File: config.mk
export PLATFORM = sky130hd
export DESIGN_NAME = sosp_dir
export DESIGN_NICKNAME = d
export VERILOG_FILES = /design/src/rtl/core/sosp_pkg.sv /design/src/rtl/core/sosp_dir.sv
export SDC_FILE = /design/constraint.sdc
export NUM_CORES = 1
export LEC_CHECK = 0
export ABC_CLOCK_PERIOD_IN_PS = 9100
export BUFFER_PORTS_ARGS = -buffer_cell sky130_fd_sc_hd__buf_2
export CAP_MARGIN = 20
export CORE_MARGIN = 1
export CORE_UTILIZATION = 30
export DETAILED_ROUTE_END_ITERATION = 10
export PLACE_DENSITY = 0.44
export REMOVE_ABC_BUFFERS = 1
export SYNTH_ARGS = -nofsm -noshare
export SYNTH_HDL_FRONTEND = slang
export SYNTH_SLANG_ARGS = --single-unit
File: constraint.sdc
create_clock -name clock -period 9.1 [get_ports clock]
set_input_delay 0.455 -clock clock [delete_from_list [all_inputs] [get_ports clock]]
set_output_delay 0.455 -clock clock [all_outputs]
set_load 0.1 [all_outputs]
File: src/rtl/core/sosp_pkg.sv
// Shared sizes, codes and beat types for the set-of-stacks block.
// No dependencies; imported by sosp_dir and set_of_stacks_with_pop_at.
package sosp_pkg;

   localparam int MAX_STACKS = 16;
   localparam int CAP_MAX    = 64;
   localparam int DATA_WIDTH = 32;

   localparam int SLOT_W    = $clog2(MAX_STACKS);
   localparam int FILL_W    = $clog2(CAP_MAX + 1);
   localparam int OFS_W     = $clog2(CAP_MAX);
   localparam int ADDR_W    = SLOT_W + OFS_W;
   localparam int CNT_W     = $clog2(MAX_STACKS + 1);
   localparam int CAP_CFG_W = 7;
   localparam int IDX_W     = 5;
   localparam int STATUS_W  = 2;

   localparam logic [CAP_CFG_W-1:0] CAP_RESET = CAP_CFG_W'(64);

   localparam logic OP_PUSH = 1'b0;
   localparam logic OP_POP  = 1'b1;

   localparam logic [STATUS_W-1:0] ST_OK        = 2'd0;
   localparam logic [STATUS_W-1:0] ST_BAD_INDEX = 2'd1;
   localparam logic [STATUS_W-1:0] ST_FULL      = 2'd2;

   typedef struct packed {
      logic                         operation;
      logic signed [DATA_WIDTH-1:0] push_value;
      logic [IDX_W-1:0]             stack_index;
   } req_type;

   typedef struct packed {
      logic signed [DATA_WIDTH-1:0] popped_value;
      logic [STATUS_W-1:0]          status;
      logic [CNT_W-1:0]             stacks_in_use;
   } rsp_type;

   // Directory decision for the beat on the input channel.
   typedef struct packed {
      logic                wr_en;
      logic                rd_en;
      logic [ADDR_W-1:0]   addr;
      logic [STATUS_W-1:0] status;
      logic [CNT_W-1:0]    count_after;
   } plan_type;

endpackage

File: src/rtl/core/sosp_dir.sv
// Stack directory: per-slot fill counts, newest-first order list, live count.
// Decides each beat's element memory access. Depends on sosp_pkg.
module sosp_dir (
   input  logic                         clock,
   input  logic                         reset,
   input  logic                         fire,
   input  sosp_pkg::req_type            req,
   input  logic [sosp_pkg::CAP_CFG_W-1:0] cap,
   output sosp_pkg::plan_type           plan
);
   import sosp_pkg::*;

   logic [FILL_W-1:0] fill_ff [MAX_STACKS];
   logic [FILL_W-1:0] fill_in [MAX_STACKS];
   logic [SLOT_W-1:0] order_ff [MAX_STACKS];
   logic [SLOT_W-1:0] order_in [MAX_STACKS];
   logic [CNT_W-1:0]  count_ff;
   logic [CNT_W-1:0]  count_in;

   logic [SLOT_W-1:0] top_slot, free_slot, push_slot, pop_slot;
   logic [FILL_W-1:0] top_fill, push_fill, pop_fill, pop_fill_dec;
   logic [IDX_W-1:0]  pos;
   logic              is_pop, open_new, push_ok, pop_ok, pop_empties;

   always_comb begin
      top_slot = order_ff[0];
      top_fill = fill_ff[top_slot];

      // lowest-numbered empty slot
      free_slot = '0;
      for (int i = MAX_STACKS - 1; i >= 0; i--) begin
         if (fill_ff[i] == '0) begin
            free_slot = SLOT_W'(i);
         end
      end

      open_new  = (count_ff == '0) || (int'(top_fill) >= int'(cap));
      push_slot = open_new ? free_slot : top_slot;
      push_fill = fill_ff[push_slot];
      push_ok   = !(open_new && (int'(count_ff) >= MAX_STACKS))
                  && (int'(push_fill) < CAP_MAX);

      pos          = (req.stack_index == '0) ? '0 : req.stack_index - IDX_W'(1);
      pop_slot     = order_ff[pos[SLOT_W-1:0]];
      pop_fill     = fill_ff[pop_slot];
      pop_fill_dec = pop_fill - FILL_W'(1);
      pop_ok       = (int'(req.stack_index) <= MAX_STACKS)
                     && (int'(pos) < int'(count_ff)) && (pop_fill != '0);
      pop_empties  = (pop_fill == FILL_W'(1));

      is_pop     = (req.operation == OP_POP);
      plan.wr_en = !is_pop && push_ok;
      plan.rd_en = is_pop && pop_ok;
      plan.addr  = is_pop ? {pop_slot, pop_fill_dec[OFS_W-1:0]}
                          : {push_slot, push_fill[OFS_W-1:0]};
      if (is_pop) begin
         plan.status = pop_ok ? ST_OK : ST_BAD_INDEX;
      end else begin
         plan.status = push_ok ? ST_OK : ST_FULL;
      end

      priority if (plan.wr_en && open_new) begin
         plan.count_after = count_ff + CNT_W'(1);
      end else if (plan.rd_en && pop_empties) begin
         plan.count_after = count_ff - CNT_W'(1);
      end else begin
         plan.count_after = count_ff;
      end
   end

   always_comb begin
      fill_in  = fill_ff;
      order_in = order_ff;
      count_in = count_ff;
      if (fire) begin
         count_in = plan.count_after;
         if (plan.wr_en) begin
            fill_in[push_slot] = push_fill + FILL_W'(1);
            if (open_new) begin
               order_in[0] = free_slot;
               for (int i = 1; i < MAX_STACKS; i++) begin
                  order_in[i] = order_ff[i-1];
               end
            end
         end
         if (plan.rd_en) begin
            fill_in[pop_slot] = pop_fill_dec;
            if (pop_empties) begin
               // close the gap left by the emptied stack
               for (int i = 0; i < MAX_STACKS - 1; i++) begin
                  if (i >= int'(pos)) begin
                     order_in[i] = order_ff[i+1];
                  end
               end
            end
         end
      end
   end

   always_ff @(posedge clock) begin
      if (reset) begin
         for (int i = 0; i < MAX_STACKS; i++) begin
            fill_ff[i] <= '0;
         end
         count_ff <= '0;
      end else begin
         fill_ff  <= fill_in;
         count_ff <= count_in;
      end
   end

   always_ff @(posedge clock) begin
      order_ff <= order_in;
   end

   property p_one_access;
      @(posedge clock) disable iff (reset) !(plan.wr_en && plan.rd_en);
   endproperty
   a_one_access: assert property (p_one_access)
      else $error("element memory read and write in one beat");

   property p_count_bound;
      @(posedge clock) disable iff (reset) int'(count_ff) <= MAX_STACKS;
   endproperty
   a_count_bound: assert property (p_count_bound)
      else $error("live stack count above slot count");

   property p_count_step;
      @(posedge clock) disable iff (reset)
         !fire |=> (count_ff == $past(count_ff));
   endproperty
   a_count_step: assert property (p_count_step)
      else $error("live stack count moved without a beat");

endmodule
# Word-level counts from Yosys, hierarchy flattened
# Cells that the tools add are included.
# totals
reg_bits	181
in_bits	48
elab_cells	166
# classes
add_sub_neg	5
n_lt_le_gt_ge	26
n_eq_ne	1
muxes	64
n_bitwise	4
n_reduce_logical	33
# ops
op	n
112-bit two-way mux	3
112-bit bitwise mux	2
4-bit two-way mux	34
64-bit two-way mux	2
60-bit two-way mux	2
7-bit zero test	16
7-bit binary-select mux with 4-bit select	3
7-bit demux with 4-bit select	2
7-bit two-way mux	8
4-bit by 5-bit >= comparator with 1-bit output, first input constant	7
5-bit >= comparator, second input constant	5
3-bit by 5-bit >= comparator with 1-bit output, first input constant	4
4-bit inverter with 5-bit output	4
4-bit binary-select mux with 4-bit select	1
5-bit two-way mux	3
1-bit by 5-bit >= comparator with 1-bit output, first input constant	2
2-bit by 5-bit >= comparator with 1-bit output, first input constant	2
1-bit logical AND	10
5-bit zero test	2
5-bit by 1-bit < comparator with 1-bit output, second input constant	2
10-bit two-way mux	1
5-bit by 1-bit subtractor with 5-bit output, second input constant	2
7-bit by 1-bit adder with 7-bit output, second input constant	1
7-bit by 1-bit equality test with 1-bit output, second input constant	1
other kinds (12)	14

# Logic depth before layout (Yosys ltp)
# logic_depth
depth_word	29
mapped_depth	27
mapped_depth_nobuf	20

# Least setup slack after synthesis
# Ideal clock, no wire load.
# synth_timing
kind	flip-flop to output port
startpoint	register order_ff (netlist bit top_slot[0])
endpoint	output port plan[0] (netlist bit)
arrival_ns	7.529
required_time_ns	8.645
path_slack_ns	1.116
path_stages_with_launch	19
n_path_buf	4
cell_sequence	edfxtp_1 > buf_1 > buf_1 > mux4_2 > mux4_2 > ha_1 > nand4_1 > o311ai_1 > o21ai_0 > o22ai_1 > buf_2 > mux2i_1 > mux2i_1 > a221o_1 > nor3_4 > nand2_1 > clkbuf_1 > nand2_1 > xnor2_1
# synth_rtl
element	line_no	text
from (decl)	sosp_dir.sv:15	logic [SLOT_W-1:0] order_ff [MAX_STACKS];
from (signal assigned)	sosp_dir.sv:113	order_ff <= order_in;
to (decl)	sosp_dir.sv:9	output sosp_pkg::plan_type plan

==> metrics.txt <==
hold depth=2; Top FF cell, synth=dfxtp_1; CTS tree=built; register area share after synthesis=approximately 28%; relative slew slack=between 20% and 30%; worst reg2reg endpoint=fill_ff[62]; CTS Hold Bufs=0; ANT nets after route=0; clk_lat worst skew=about 0.50 ns; Die Ht=228.5 um; status=completed; # resized after CTS=0; Syn Area/Cell=approximately 8.3 um2; initial antenna violation count=3; # H-tree levels=4; clk buf depth=2; Top Ports=67; Slew @ Worst Pin=1.081 ns; area of the die=roughly 52000 um2; # setup viols final=0; RR Startpoint=top_slot[0]; area of the multi-input gates=between 10000 and 15000 um2; share of layout cells above drive strength 1=between 10% and 20%; register area=~4300 um2; site row count=82; sw power=approximately 0.0027 W; Total GRT Usage=between 20 and 30%; Syn Std Cell Area=about 15000 um2; Core ar.=between 50000 and 60000 um2; Crit Path Max Fanout=31; port buffer count=34; Post-route DRC=0; Yosys reg bits=between 150 and 200; clock share of power=between 15 and 20%; Synth-to-Final Area Change=9.526%; Placement Setup Slack=about 1.4 ns; period utilization=about nine tenths; total global routing overflow=0; Lkg Pwr=5.871 nW; clk slew on worst S/H paths=about 0.08 ns; share of the synthesized area in the top cell type=15.22%; Peak VDD IR=0.0001686 V; EDFF count, synth=64; Final Hold Viols=0; utilization after layout=between 30 and 40%; Sw Ratio=between 50 and 60%; CP arrival=between 7 and 8 ns; Cell variety after synth=~110; filler instances=about 5300; combinational power share=roughly three fifths; Critical Path RT=8.65 ns; Initial Util=between 30% and 40%; Metal-1 WL=approximately 33000 um; Root Buffer=clkbuf_16; pin count of the biggest net entering global routing=slightly above 80; first-pass GRT wire length=roughly 110000 um; Int Pwr=~0.0022 W; most instantiated cells after synthesis=243 x nand2_1, 214 x nor2_1, 119 x a21oi_1; sequential power share=around 22%; Hold Startpoint=fire; post-synth top area cell=dfxtp_1; Die Wd=~230 um; Final Max Tran Viols=0; max frequency=121.1 MHz; max-cap check violation count=0; fin crit period=8.255 ns; Final nets=between 1500 and 2000; Synth Warn #=0; Synth Instances=~1900; Detailed Routing Iterations Pass 1=6; initial DRC count=about 1900; length of routed met3 wiring=between 6000 and 7000 um; wire length on met2=between 30000 and 40000 um; top layer in use=met5; RePlAce Congestion=a little under 1; final setup TNS=0 ns; detailed-route via count=about 16000; Tightest Hold Check Type=in -> reg; routed length per placed instance=approximately 29 um; FF-to-FF path depth=17; Synth area leaders=dfxtp_1 15%, edfxtp_1 12%, mux2i_1 6.3%, nand2_1 5.9%, mux4_2 5.3%; RSZ-0062 raised after global routing=false; critical path class=reg -> out; post-DP HPWL=~54000 um; most common cell in the netlist=nand2_1; clk sink count=between 150 and 200; Worst Setup Start Kind=flip-flop; clock buffer count from CTS=17; Worst Slack Setup Final=0.8447 ns; Clock Skew=0.01560 ns; reg-to-reg slack, setup=1.51 ns; Setup crit end kind=output port; post-CTS setup buffers=0; Routed WL=72900 um; vias in the first global route=between 10000 and 15000; vias per cell=roughly 6.2; ys async rst share=0%; Hold Path Sink=fill_ff[53]; Pwr Density=between 200 and 300 nW/um2
==> area by class of cell <==
type	instances	share of cell area (%)
inverters	61	1.358
well taps	672	4.987
multi-input cells	1464	60.29
flip-flops and latches	181	25.29
clock inverters	15	1.158
repair buffers	100	4.364
clock buffers	17	2.523
diodes	2	0.02968
==> how the worst max path moves through the flow <==
stage | from | to | depth (start not counted)
after global placement | top_slot[0] | plan[4] | 18
after global routing | top_slot[0] | plan[3] | 17
after CTS | top_slot[0] | plan[4] | 17
after floorplan | top_slot[0] | plan[1] | 15
final | top_slot[0] | plan[4] | 18
after detailed placement | top_slot[0] | plan[4] | 17
==> per-stage QoR <==
step,total power [W],cells,hold WS [ns],cell area [um2]
3_5_place_dp,0.003976,2477,0.5082,16230
3_3_place_gp,0.003964,2476,0.4980,16220
4_1_cts,0.004820,2509,0.5062,16850
6_report,0.004880,2512,0.4888,16860
5_1_grt,0.005043,2510,0.5464,16850
2_1_floorplan,0.002719,1706,0.4631,14640
==> cell families after synthesis <==
family | synth area share (%)
buf+inv | 6.364
compound gates | 24.95
mux | 16.55
xor+xnor | 1.024
fa+ha+maj | 1.463
flops | 27.70
simple gates | 21.95
==> sequential cells by signal (all words and copies together), names as in the netlist <==
signal / count
fill_ff: 112
order_ff: 60
count_ff: 5
top_slot: 4
==> power by group through the flow <==
stage | Combinational (W) | Clock, W | Sequential (W)
final | 0.00299 | 0.000834 | 0.00106
after detailed placement | 0.00290 | 0 | 0.00107
after floorplan | 0.00167 | 0 | 0.00105
after CTS | 0.00291 | 0.000852 | 0.00105
after global placement | 0.00289 | 0 | 0.00107
after global routing | 0.00310 | 0.000876 | 0.00107
==> cells in the final DEF, fill, tap and decap left out, types with 34 or more instances in the layout <==
| cell type | instances |
|---|---|
| o21ai_0 | 58 |
| a211oi_1 | 42 |
| mux4_2 | 36 |
| mux2_2 | 68 |
| nor3_1 | 48 |
| a21oi_1 | 119 |
| mux2i_1 | 97 |
| a221oi_1 | 34 |
| nand2_1 | 242 |
| dfxtp_1 | 117 |
| nor2_1 | 214 |
| buf_4 | 64 |
| edfxtp_1 | 64 |
| nand3_1 | 43 |
| inv_1 | 59 |
==> critical path: stages, from the launching register on <==
cell	delay, ns
edfxtp_1	0.37
buf_4	0.54
mux4_2	0.62
mux4_2	0.47
inv_1	0.07
ha_1	0.21
nand2b_1	0.17
a211oi_1	0.37
o311a_1	0.45
a21oi_1	0.33
a211oi_4	0.49
buf_4	0.46
mux2i_1	0.27
a221oi_1	0.64
and3_1	0.92
nand4_1	0.17
o31ai_1	0.16
xnor2_1	0.28
buf_12	0.23
==> per-layer routing <==
metal	GRT usage (%)	vias to the layer above
met5	0	-
li1	-	7003
met3	7.473	157
met4	10.95	2
met1	38.61	7810
met2	39.91	723
(Power assumes the default switching activity.)
